### src/hw/rtl/rwtp_pkg.sv
// Package for the row well tap placer: register indexes, tap kinds, widths.
// Used by row_well_tap_placer; depends on nothing else.
package rwtp_pkg;

	localparam int COL_W    = 12;
	localparam int CW_W     = 7;
	localparam int MAX_SITES = 4096;
	localparam int COL_LIMIT = (MAX_SITES < 4096) ? MAX_SITES : 4096;
	localparam logic [COL_W-1:0] LAST_COL = COL_W'(COL_LIMIT - 1);

	localparam logic [COL_W-1:0] INTERVAL_RST = 12'd16;
	localparam logic [COL_W-1:0] PHASE_RST    = 12'd0;
	localparam logic [CW_W-1:0]  WIDTH_RST    = 7'd1;

	typedef enum logic [1:0] {
		REG_TAP_INTERVAL = 2'd0,
		REG_TAP_PHASE    = 2'd1,
		REG_CELL_WIDTH   = 2'd2
	} reg_idx_t;

	typedef enum logic [1:0] {
		KIND_PERIODIC = 2'd0,
		KIND_LEFT     = 2'd1,
		KIND_RIGHT    = 2'd2
	} tap_kind_t;

endpackage

### src/hw/rtl/row_well_tap_placer.sv
// Row well tap placer: one site per transfer in, tap columns out.
// A site waits in the input register; its taps leave from the result register. One
// site per cycle sustained while each site yields at most one tap and m_tready is high;
// run-closing sites emit up to 3 taps and hold the next site in the input register
// until the result register drains (one a cycle while m_tready is high). Any write to
// tap_interval or tap_phase starts a remainder pass; no site is taken meanwhile.
// arst_n clears control state and loads register defaults. Depends on rwtp_pkg.
module row_well_tap_placer
	import rwtp_pkg::*;
(
	input  logic        clk,
	input  logic        arst_n,
	input  logic        s_tvalid,
	output logic        s_tready,
	input  logic [7:0]  s_tdata,   // [0] site_free, [7:1] zero
	input  logic        s_tlast,   // last_site
	output logic        m_tvalid,
	input  logic        m_tready,
	output logic [15:0] m_tdata,   // [11:0] tap_col, [15:12] zero
	output logic [1:0]  m_tuser,   // [1:0] tap_kind
	output logic        m_tlast,   // last_of_run
	input  logic        cfg_we,
	input  logic [1:0]  cfg_index,
	input  logic [11:0] cfg_data
);

	// configuration
	logic [COL_W-1:0] interval_q, tap_phase_q;
	logic [CW_W-1:0]  cell_width_q;

	// row state
	logic [COL_W-1:0] col_q, phase_q, phase_mod_q, run_start_q, first_tap_q, last_tap_q;
	logic             run_active_q, tap_seen_q;

	// remainder unit
	logic [3:0]       red_cnt_q;
	logic [COL_W-1:0] dvd_a_q, dvd_b_q, rem_a_q, rem_b_q;
	logic [COL_W:0]   red_ta, red_tb;
	logic [COL_W-1:0] red_ra, red_rb;
	logic             busy;

	// input register
	logic             free_s1, last_s1, vld_s1;

	// result register
	logic [COL_W-1:0] res_col_q [3];
	tap_kind_t        res_kind_q [3];
	logic [1:0]       res_cnt_q;

	// per-site logic
	logic [COL_W-1:0] iv, half, p, lo, hi, rpos;
	logic [CW_W-1:0]  cw;
	logic             last_eff, start_run, per, seen_n, close;
	logic [COL_W-1:0] start_n, first_n, lastt_n;
	logic [COL_W:0]   hi_p1, lo_cw, p_p1;
	logic             en_l, en_r;
	logic [COL_W-1:0] cand_col [3];
	tap_kind_t        cand_kind [3];
	logic [2:0]       cand_en;
	logic [COL_W-1:0] new_col [3];
	tap_kind_t        new_kind [3];
	logic [1:0]       new_n;
	logic             pop, adv, s_take;

	assign iv   = (interval_q == '0) ? COL_W'(1) : interval_q;
	assign cw   = (cell_width_q == '0) ? CW_W'(1) : cell_width_q;
	assign half = iv >> 1;
	assign busy = (red_cnt_q != '0);

	// one restoring remainder step for each operand
	always_comb begin
		red_ta = {rem_a_q, dvd_a_q[COL_W-1]};
		red_tb = {rem_b_q, dvd_b_q[COL_W-1]};
		red_ra = (red_ta >= {1'b0, iv}) ? COL_W'(red_ta - {1'b0, iv}) : red_ta[COL_W-1:0];
		red_rb = (red_tb >= {1'b0, iv}) ? COL_W'(red_tb - {1'b0, iv}) : red_tb[COL_W-1:0];
	end

	always_comb begin
		p         = (col_q == '0) ? phase_mod_q : phase_q;
		last_eff  = last_s1 || (col_q >= LAST_COL);
		start_run = free_s1 && !run_active_q;
		per       = free_s1 && (p == '0);
		start_n   = start_run ? col_q : run_start_q;
		seen_n    = (start_run ? 1'b0 : tap_seen_q) || per;
		first_n   = (per && (start_run || !tap_seen_q)) ? col_q :
		            (start_run ? '0 : first_tap_q);
		lastt_n   = per ? col_q : (start_run ? '0 : last_tap_q);
		close     = (run_active_q || free_s1) && (!free_s1 || last_eff);
		lo        = start_n;
		hi        = free_s1 ? col_q : col_q - COL_W'(1);
		hi_p1     = {1'b0, hi} + (COL_W+1)'(1);
		lo_cw     = {1'b0, lo} + (COL_W+1)'(cw);
		rpos      = (hi_p1 >= lo_cw) ? COL_W'(hi_p1 - (COL_W+1)'(cw)) : lo;
		if (!seen_n) begin
			en_l = 1'b1;
			en_r = (hi - lo) > half;
		end else begin
			en_l = (first_n - lo) > half;
			en_r = (hi - lastt_n) > half;
		end
		p_p1 = {1'b0, p} + (COL_W+1)'(1);

		cand_col[0]  = col_q;
		cand_kind[0] = KIND_PERIODIC;
		cand_col[1]  = lo;
		cand_kind[1] = KIND_LEFT;
		cand_col[2]  = rpos;
		cand_kind[2] = KIND_RIGHT;
		cand_en      = {close && en_r, close && en_l, per};

		new_n = '0;
		for (int i = 0; i < 3; i++) begin
			new_col[i]  = '0;
			new_kind[i] = KIND_PERIODIC;
		end
		for (int i = 0; i < 3; i++) begin
			if (cand_en[i]) begin
				new_col[new_n]  = cand_col[i];
				new_kind[new_n] = cand_kind[i];
				new_n           = new_n + 2'd1;
			end
		end
	end

	assign m_tvalid = (res_cnt_q != '0);
	assign m_tdata  = {4'b0, res_col_q[0]};
	assign m_tuser  = res_kind_q[0];
	assign m_tlast  = (res_cnt_q == 2'd1);
	assign pop      = m_tvalid && m_tready;
	assign adv      = vld_s1 && ((res_cnt_q == '0) || ((res_cnt_q == 2'd1) && pop));
	assign s_tready = !busy && !cfg_we && (!vld_s1 || adv);
	assign s_take   = s_tvalid && s_tready;

	// configuration and remainder pass
	always_ff @(posedge clk or negedge arst_n) begin
		if (!arst_n) begin
			interval_q   <= INTERVAL_RST;
			tap_phase_q  <= PHASE_RST;
			cell_width_q <= WIDTH_RST;
			red_cnt_q    <= '0;
		end else begin
			if (cfg_we) begin
				unique case (reg_idx_t'(cfg_index))
					REG_TAP_INTERVAL: interval_q   <= cfg_data;
					REG_TAP_PHASE:    tap_phase_q  <= cfg_data;
					REG_CELL_WIDTH:   cell_width_q <= cfg_data[CW_W-1:0];
					default: ;
				endcase
			end
			if (cfg_we && (cfg_index == REG_TAP_INTERVAL || cfg_index == REG_TAP_PHASE))
				red_cnt_q <= 4'd13;
			else if (busy)
				red_cnt_q <= red_cnt_q - 4'd1;
		end
	end

	always_ff @(posedge clk) begin
		if (red_cnt_q == 4'd13) begin
			dvd_a_q <= tap_phase_q;
			dvd_b_q <= phase_q;
			rem_a_q <= '0;
			rem_b_q <= '0;
		end else begin
			dvd_a_q <= dvd_a_q << 1;
			dvd_b_q <= dvd_b_q << 1;
			rem_a_q <= red_ra;
			rem_b_q <= red_rb;
		end
	end

	// row state
	always_ff @(posedge clk or negedge arst_n) begin
		if (!arst_n) begin
			col_q        <= '0;
			phase_q      <= '0;
			phase_mod_q  <= '0;
			run_active_q <= 1'b0;
			run_start_q  <= '0;
			first_tap_q  <= '0;
			last_tap_q   <= '0;
			tap_seen_q   <= 1'b0;
		end else if (red_cnt_q == 4'd1) begin
			phase_mod_q <= red_ra;
			phase_q     <= red_rb;
		end else if (adv) begin
			run_start_q <= start_n;
			first_tap_q <= first_n;
			last_tap_q  <= lastt_n;
			tap_seen_q  <= seen_n;
			if (last_eff) begin
				col_q        <= '0;
				phase_q      <= '0;
				run_active_q <= 1'b0;
			end else begin
				col_q        <= col_q + COL_W'(1);
				phase_q      <= (p_p1 >= {1'b0, iv}) ? '0 : p_p1[COL_W-1:0];
				run_active_q <= (run_active_q || free_s1) && !close;
			end
		end
	end

	// input register
	always_ff @(posedge clk or negedge arst_n) begin
		if (!arst_n) begin
			vld_s1 <= 1'b0;
		end else if (s_take) begin
			vld_s1 <= 1'b1;
		end else if (adv) begin
			vld_s1 <= 1'b0;
		end
	end

	always_ff @(posedge clk) begin
		if (s_take) begin
			free_s1 <= s_tdata[0];
			last_s1 <= s_tlast;
		end
	end

	// result register, drained from slot 0
	always_ff @(posedge clk or negedge arst_n) begin
		if (!arst_n) begin
			res_cnt_q <= '0;
		end else if (adv) begin
			res_cnt_q <= new_n;
		end else if (pop) begin
			res_cnt_q <= res_cnt_q - 2'd1;
		end
	end

	always_ff @(posedge clk) begin
		if (adv) begin
			for (int i = 0; i < 3; i++) begin
				res_col_q[i]  <= new_col[i];
				res_kind_q[i] <= new_kind[i];
			end
		end else if (pop) begin
			for (int i = 0; i < 2; i++) begin
				res_col_q[i]  <= res_col_q[i+1];
				res_kind_q[i] <= res_kind_q[i+1];
			end
		end
	end

`ifndef NO_ASSERTIONS
	a_cnt_range: assert property (@(posedge clk) disable iff (!arst_n)
		res_cnt_q != 2'd3 || !vld_s1 || !s_tready)
		else $error("input taken while result register is full");

	a_phase_range: assert property (@(posedge clk) disable iff (!arst_n)
		!busy |-> (phase_q < iv && phase_mod_q < iv))
		else $error("phase counter out of range");

	a_cfg_hold: assert property (@(posedge clk) disable iff (!arst_n)
		(cfg_we && (cfg_index == REG_TAP_INTERVAL || cfg_index == REG_TAP_PHASE))
		|=> !s_tready)
		else $error("site taken during remainder pass");

	a_s1_keep: assert property (@(posedge clk) disable iff (!arst_n)
		(vld_s1 && !adv) |=> vld_s1)
		else $error("pending site lost");
`endif

endmodule

### config.mk
export PLATFORM = sky130hd
export DESIGN_NAME = row_well_tap_placer
export DESIGN_NICKNAME = d
export VERILOG_FILES = /design/src/hw/rtl/rwtp_pkg.sv /design/src/hw/rtl/row_well_tap_placer.sv
export SDC_FILE = /design/constraint.sdc
export NUM_CORES = 1
export LEC_CHECK = 0
export BUFFER_PORTS_ARGS = -buffer_cell sky130_fd_sc_hd__buf_2
export CAP_MARGIN = 0
export CORE_ASPECT_RATIO = 1.75
export CORE_MARGIN = 2
export CORE_UTILIZATION = 40
export CTS_CLUSTER_SIZE = 28
export DETAILED_ROUTE_END_ITERATION = 10
export RECOVER_POWER = 50
export SYNTH_ARGS = -nofsm -noshare
export SYNTH_HDL_FRONTEND = slang
export SYNTH_SLANG_ARGS = --single-unit
### constraint.sdc
create_clock -name clk -period 7.87 [get_ports clk]
set_input_delay 0.787 -clock clk [delete_from_list [all_inputs] [get_ports clk]]
set_output_delay 0.787 -clock clk [all_outputs]
set_load 0.1 [all_outputs]
# Word-level counts from Yosys, hierarchy flattened
# Memory sizes are Yosys's and may differ from the RTL's.
# Index checks and enable logic that the tools add are counted.
[totals] register_bits=162 ramBits=42 in_bits=28 output_inout_bits=21 word_cells=169 mem_count=2
[memory_table] name="res_col_q" words=3 word_bits=12 read_ports=3 rd_ports_with_merged_regs=0 wr=3 line="row_well_tap_placer.sv:46" rtl="logic [COL_W-1:0] res_col_q [3];"
[memory_table] name="res_kind_q" words=3 word_bits=2 read_ports=3 rd_ports_with_merged_regs=0 wr=3 line="row_well_tap_placer.sv:47" rtl="tap_kind_t res_kind_q [3];"
[op_classes] n_addsub=15 n_lt_le_gt_ge=12 eq_ne=5 muxes=56 n_bitwise=10 reduce_logical=47
[ops] cell="$mux 12" n=23
[ops] cell="$bwmux 36" n=2
[ops] cell="$mux 36" n=2
[ops] cell="$sub 12x12->12" n=5
[ops] cell="$demux 12 s2" n=2
[ops] cell="$ge 13x12->1" n=3
[ops] cell="$gt 12x11->1" n=3
[ops] cell="$logic_not 12->1" n=3
[ops] cell="$add 12x1->13 const B" n=2
[ops] cell="$logic_and 1x1->1" n=16
[ops] cell="$mux 2" n=8
[ops] cell="$add 12x7->13" n=1
[ops] cell="$ge 13x13->1" n=1
[ops] cell="$add 12x1->12 const B" n=1
[ops] cell="$ge 12x12->1 const B" n=1
[ops] cell="$mux 1" n=12
[ops] cell="$sub 12x1->12 const B" n=1
[ops] cell="$sub 12x7->12" n=1
[ops] cell="$reduce_bool 2->1" n=5
[ops] cell="$demux 2 s2" n=2
[ops] cell="$logic_or 1x1->1" n=8
[ops] cell="$mux 4" n=2
[ops] cell="$reduce_and 2->1" n=4
[ops] cell="$logic_not 1->1" n=7
[ops] cell="other kinds (21)" n=30

# Longest topological paths before layout
[logic_depth] ltp_word=20 depth_mapped=42 mapped_depth_nobuf=36

# Least setup slack after synthesis
# Ideal clock, no wire load.
[synth_timing] path_type="flip-flop to flip-flop" from="reg col_q[0]" to="mem res_col_q[1][0], in the netlist res_col_q[0][12], data pin" setup_ps=146 t_arrival_ps=8344 t_required_ps=7724 setup_slack_ps=-619 path_stages_with_launch=41 n_path_buf=7 synth_period_minus_slack_ps=8489 path_cell_list="dfrtp_1 -> clkbuf_1 -> inv_1 -> ha_1 -> nor4b_1 -> nand3_1 -> clkbuf_1 -> buf_1 -> mux2i_1 -> ha_1 -> and2_1 -> nand4_1 -> mux2i_1 -> clkbuf_1 -> inv_1 -> a21oi_1 -> clkbuf_1 -> a21oi_1 -> [... 5 more ...] -> o21ai_0 -> a21boi_0 -> o21ai_0 -> a21boi_0 -> or4_1 -> nand3_1 -> ha_1 -> nand3_1 -> or3_1 -> a21oi_1 -> a21o_1 -> ha_1 -> o311ai_0 -> or2_2 -> buf_2 -> buf_2 -> o21a_1 -> a21oi_1"
[synth_lines] item="start: declaration" line="row_well_tap_placer.sv:32" rtl="logic [COL_W-1:0] col_q, phase_q, phase_mod_q, run_start_q, first_tap_q, last_tap_q;"
[synth_lines] item="start signal: assignment" line="row_well_tap_placer.sv:195" rtl="col_q <= col_q + COL_W'(1);"
[synth_lines] item="end: declaration" line="row_well_tap_placer.sv:46"

==> impl_results.md <==
* TritonCTS Buffers at 21
* Post-synthesis register bit count at 203
* DP HPWL at 33,800 µm
* Netlist cell types at 78
* Fin Hold WS at 417 ps
* Layout Cells excl Fill at around 2,200
* Data arrival time of the critical path at 7600 ps
* Period utilisation layout at 93.2%
* Starting DRC count in detailed routing at 590
* Commonest non-fill, non-tap cell in the layout: nand2_1
* Antenna Cells at 0
* Initial core utilization at about two fifths
* Antenna Nets Post-Route at 0
* Max cap viols at 3
* Crit path max fanout at 9
* Vias in the first global route at 12,100
* Die area at 37,900 µm²
* GR Util All Layers at a little under a quarter
* Port buffer count at 37
* Compound-Gate Fraction of Synth Area at 17.1%
* Setup CP Type: flop to flop
* Crit path max-delay cell type: fa_1
* Final setup violation count at 0
* Most used cell, CP: ha_1
* RSZ-0062 raised after global routing: false
* Number of remaining DRC errors at 0
* Crit path largest cell delay at 410 ps
* Sinks on Clock Net at about 200
* Row count at 92
* Relative slew slack at -197%
* H-tree level count at 1
* Tmin final at 7340 ps
* Synth warnings at 0
* Worst-Skew Late Latency at 520 ps
* Cell area after synthesis at 14,500 µm²
* Status: finished, violations left
* Routed vias at roughly 12,000
* Xor and xnor area share after synthesis at around 5.2%
* Simple-Gate Fraction of Synth Area at 17.8%
* Failing checks: capacitance limit, slew limit
* Worst-Margin Slew at roughly 4500 ps
* Dpl cell area at 15,300 µm²
* Clock buffer depth at 3
* Cells after synthesis at roughly 1,700
* EDFF count, synth at 43
* Placed cells at roughly 2,100
* Root Driver: clkbuf_16
* Worst endpoint required time at 8140 ps
* Die H at 256 µm
* Pin count of the biggest net entering global routing at 82
* Startpoint types: flop
* Slack of the critical path at 535 ps
* Multiplexer area fraction after synthesis at ~6.1%
* WL/cell at 19.9 µm
* Vias per cell at 5.60
* Core Box Area at 35,900 µm²
* Final Hold Vio Count at 0
* Fraction of registers with async set/reset at 55.2%
* Static Leak at a little over 7 nW
* I/O pins at 49
* Fill cells at ~3,500
* PwrDens at between 400 and 500 nW/µm²
* Die X at between 100 and 150 µm
* Largest family of logic cells by synthesized area: simple AND/OR/NAND/NOR gates
* Hold Crit Class: flop to flop
* Initial antenna violation count at 0
* RePlAce Congestion at between 0.8 and 0.9
* Count of pins over their slew limit at 164
* Drt pass-1 iters at 5
* DRT Wirelength at 43,500 µm
* Worst VDD drop at about 0.16 mV
* First-pass GRT wire length at 67,600 µm
* CP endpoint kind: flop
* GR Overflow Total at 0
* Total power at 0.00655 W
* Nets at 1,884
* Adder-cell share of the synthesized area at a little over an eighth
* Dpl ws at -22.0 ps
* Sequential share of the synthesized area at between 30% and 40%
* Syn Area/Cell at 8.70 µm²
* Final instance area at 16,100 µm²
* Ys flop type: dfrtp_1
* Most frequent cells in the layout: nand2_1, ha_1, nor2_1, o21ai_0, dfrtp_1
* CTS tree: built
* P&R area growth vs syn at 10.9%
* Fmax at 136 MHz
* Fraction of layout cells with a size suffix above 1 at 10.8%
* Setup Skew at 9.16 ps
* Clock transition at path regs at 60 ps
[synthesized netlist by cell type (4+ instances only)]
cell type / instances / share of area, %
clkbuf_1: 62 / 1.6
nand2b_1: 7 / 0.30
nand3_1: 32 / 1.1
o22a_1: 5 / 0.30
ha_1: 144 / 12
nor4_1: 22 / 0.95
a21boi_0: 19 / 0.98
o31ai_1: 9 / 0.47
nor2_1: 144 / 3.7
buf_1: 4 / 0.10
nor2b_1: 25 / 1.1
dfrtp_1: 110 / 19
o21a_1: 14 / 0.72
buf_4: 18 / 0.93
mux2_2: 39 / 3.0
xnor2_1: 57 / 3.4
buf_2: 4 / 0.14
a31oi_1: 7 / 0.30
a22o_1: 10 / 0.60
o21ai_0: 127 / 4.4
mux2i_1: 44 / 3.0
a21oi_1: 82 / 2.8
a211oi_1: 13 / 0.67
or4_1: 7 / 0.36
fa_1: 7 / 0.97
or3_1: 10 / 0.43
inv_1: 105 / 2.7
a21o_1: 16 / 0.83
or2_2: 5 / 0.22
a22oi_1: 6 / 0.31
nand4_1: 21 / 0.91
edfxtp_1: 43 / 8.9
and3_1: 7 / 0.30
o211ai_1: 22 / 1.1
nor3_1: 18 / 0.62
dfxtp_1: 48 / 6.6
o31a_1: 4 / 0.24
o21bai_1: 4 / 0.21
xor2_1: 25 / 1.5
nand2_1: 236 / 6.1
o221ai_1: 15 / 0.91
and2_1: 12 / 0.52
[worst max-delay path: cells and delay by family, from the launching register on]
family	cells	cell delay, ps
adders and majority gates	6	1310
and+or+nand+nor	11	2100
AOI/OAI and AO/OA	12	2070
muxes	2	550
buffers and inverters	5	650
DFF	1	380
[through the flow]
stage | utilization (%) | setup TNS (ps)
after global routing | 44.8 | 0
final | 44.8 | 0
after global placement | 42.7 | 0
after detailed placement | 42.7 | -76.8
after CTS | 44.7 | 0
after floorplan | - | 0
[repair_timing]
| action | in CTS | in global routing |
|---|---|---|
| buffers inserted | 0 | 2 |
| gates resized for setup | 1 | 19 |
| endpoints found under the hold margin | 0 | 0 |
| hold buffers | 0 | 0 |
| setup endpoints to repair | 9 | 41 |
| cloned | 0 | 1 |
| pin swaps | 0 | 3 |
[sequential cells by signal, indices dropped and copies added, names as in the netlist]
name	flops
cell_width_q	7
first_tap_q	12
last_tap_q	12
res_col_q	36
free_s1	1
tap_phase_q	12
run_start_q	12
rem_b_q	12
last_s1	1
phase_mod_q	12
red_cnt_q	4
dvd_b_q	12
run_active_q	1
rem_a_q	12
interval_q	12
vld_s1	1
phase_q	12
col_q	12
res_cnt_q	2
res_kind_q	5
tap_seen_q	1
dvd_a_q	12
[final timing paths]
path | startpoint | to | slack [ps] | depth (start not counted)
max | col_q[1] | res_col_q[0][17] | 530 | 36
min | dvd_b_q[5] | dvd_b_q[6] | 420 | 2
max reg2reg | col_q[1] | res_col_q[0][17] | 530 | 36
min reg2reg | dvd_b_q[5] | dvd_b_q[6] | 420 | 2
max in group asynchronous | arst_n | phase_q[5] | 2050 | 2
min in group asynchronous | arst_n | vld_s1 | 780 | 1
[layer usage]
| metal | vias up | GRT usage, % | routed length, µm |
|---|---|---|---|
| met5 | - | 0 | 0 |
| met3 | 133 | 2.16 | 1290 |
| met2 | 283 | 42.0 | 22500 |
| li1 | 5975 | - | - |
| met4 | 0 | 16.4 | 3920 |
| met1 | 5878 | 23.6 | 15800 |
[logic make-up after synthesis]
| family | Yosys count |
|---|---|
| XOR/XNOR | 84 |
| flip-flops | 203 |
| AND/OR/NAND/NOR | 564 |
| multiplexers | 83 |
| other | 1 |
| buffers and inverters | 195 |
| AO/OA/AOI/OAI | 388 |
| adder cells (fa/ha/maj) | 151 |
[power by group]
group / leakage [nW] / total (W) / switching, W / internal (W)
combinational: 4.66 / 0.00389 / 0.00240 / 0.00148
clock: 0.350 / 0.00107 / 0.000434 / 0.000634
sequential: 2.27 / 0.00160 / 0.000203 / 0.00139
total: 7.28 / 0.00655 / 0.00304 / 0.00351
[layout make-up]
class	count	area (µm²)	share of cell area, %
tap	470	588	3.65
clock buffer	27	558	3.47
sequential	203	5060	31.4
inverter	105	394	2.45
clock inverter	11	160	0.995
timing repair buffer	99	644	4.00
multi-input combinational	1275	8700	54.0
Power figures use the tool's default switching activity.
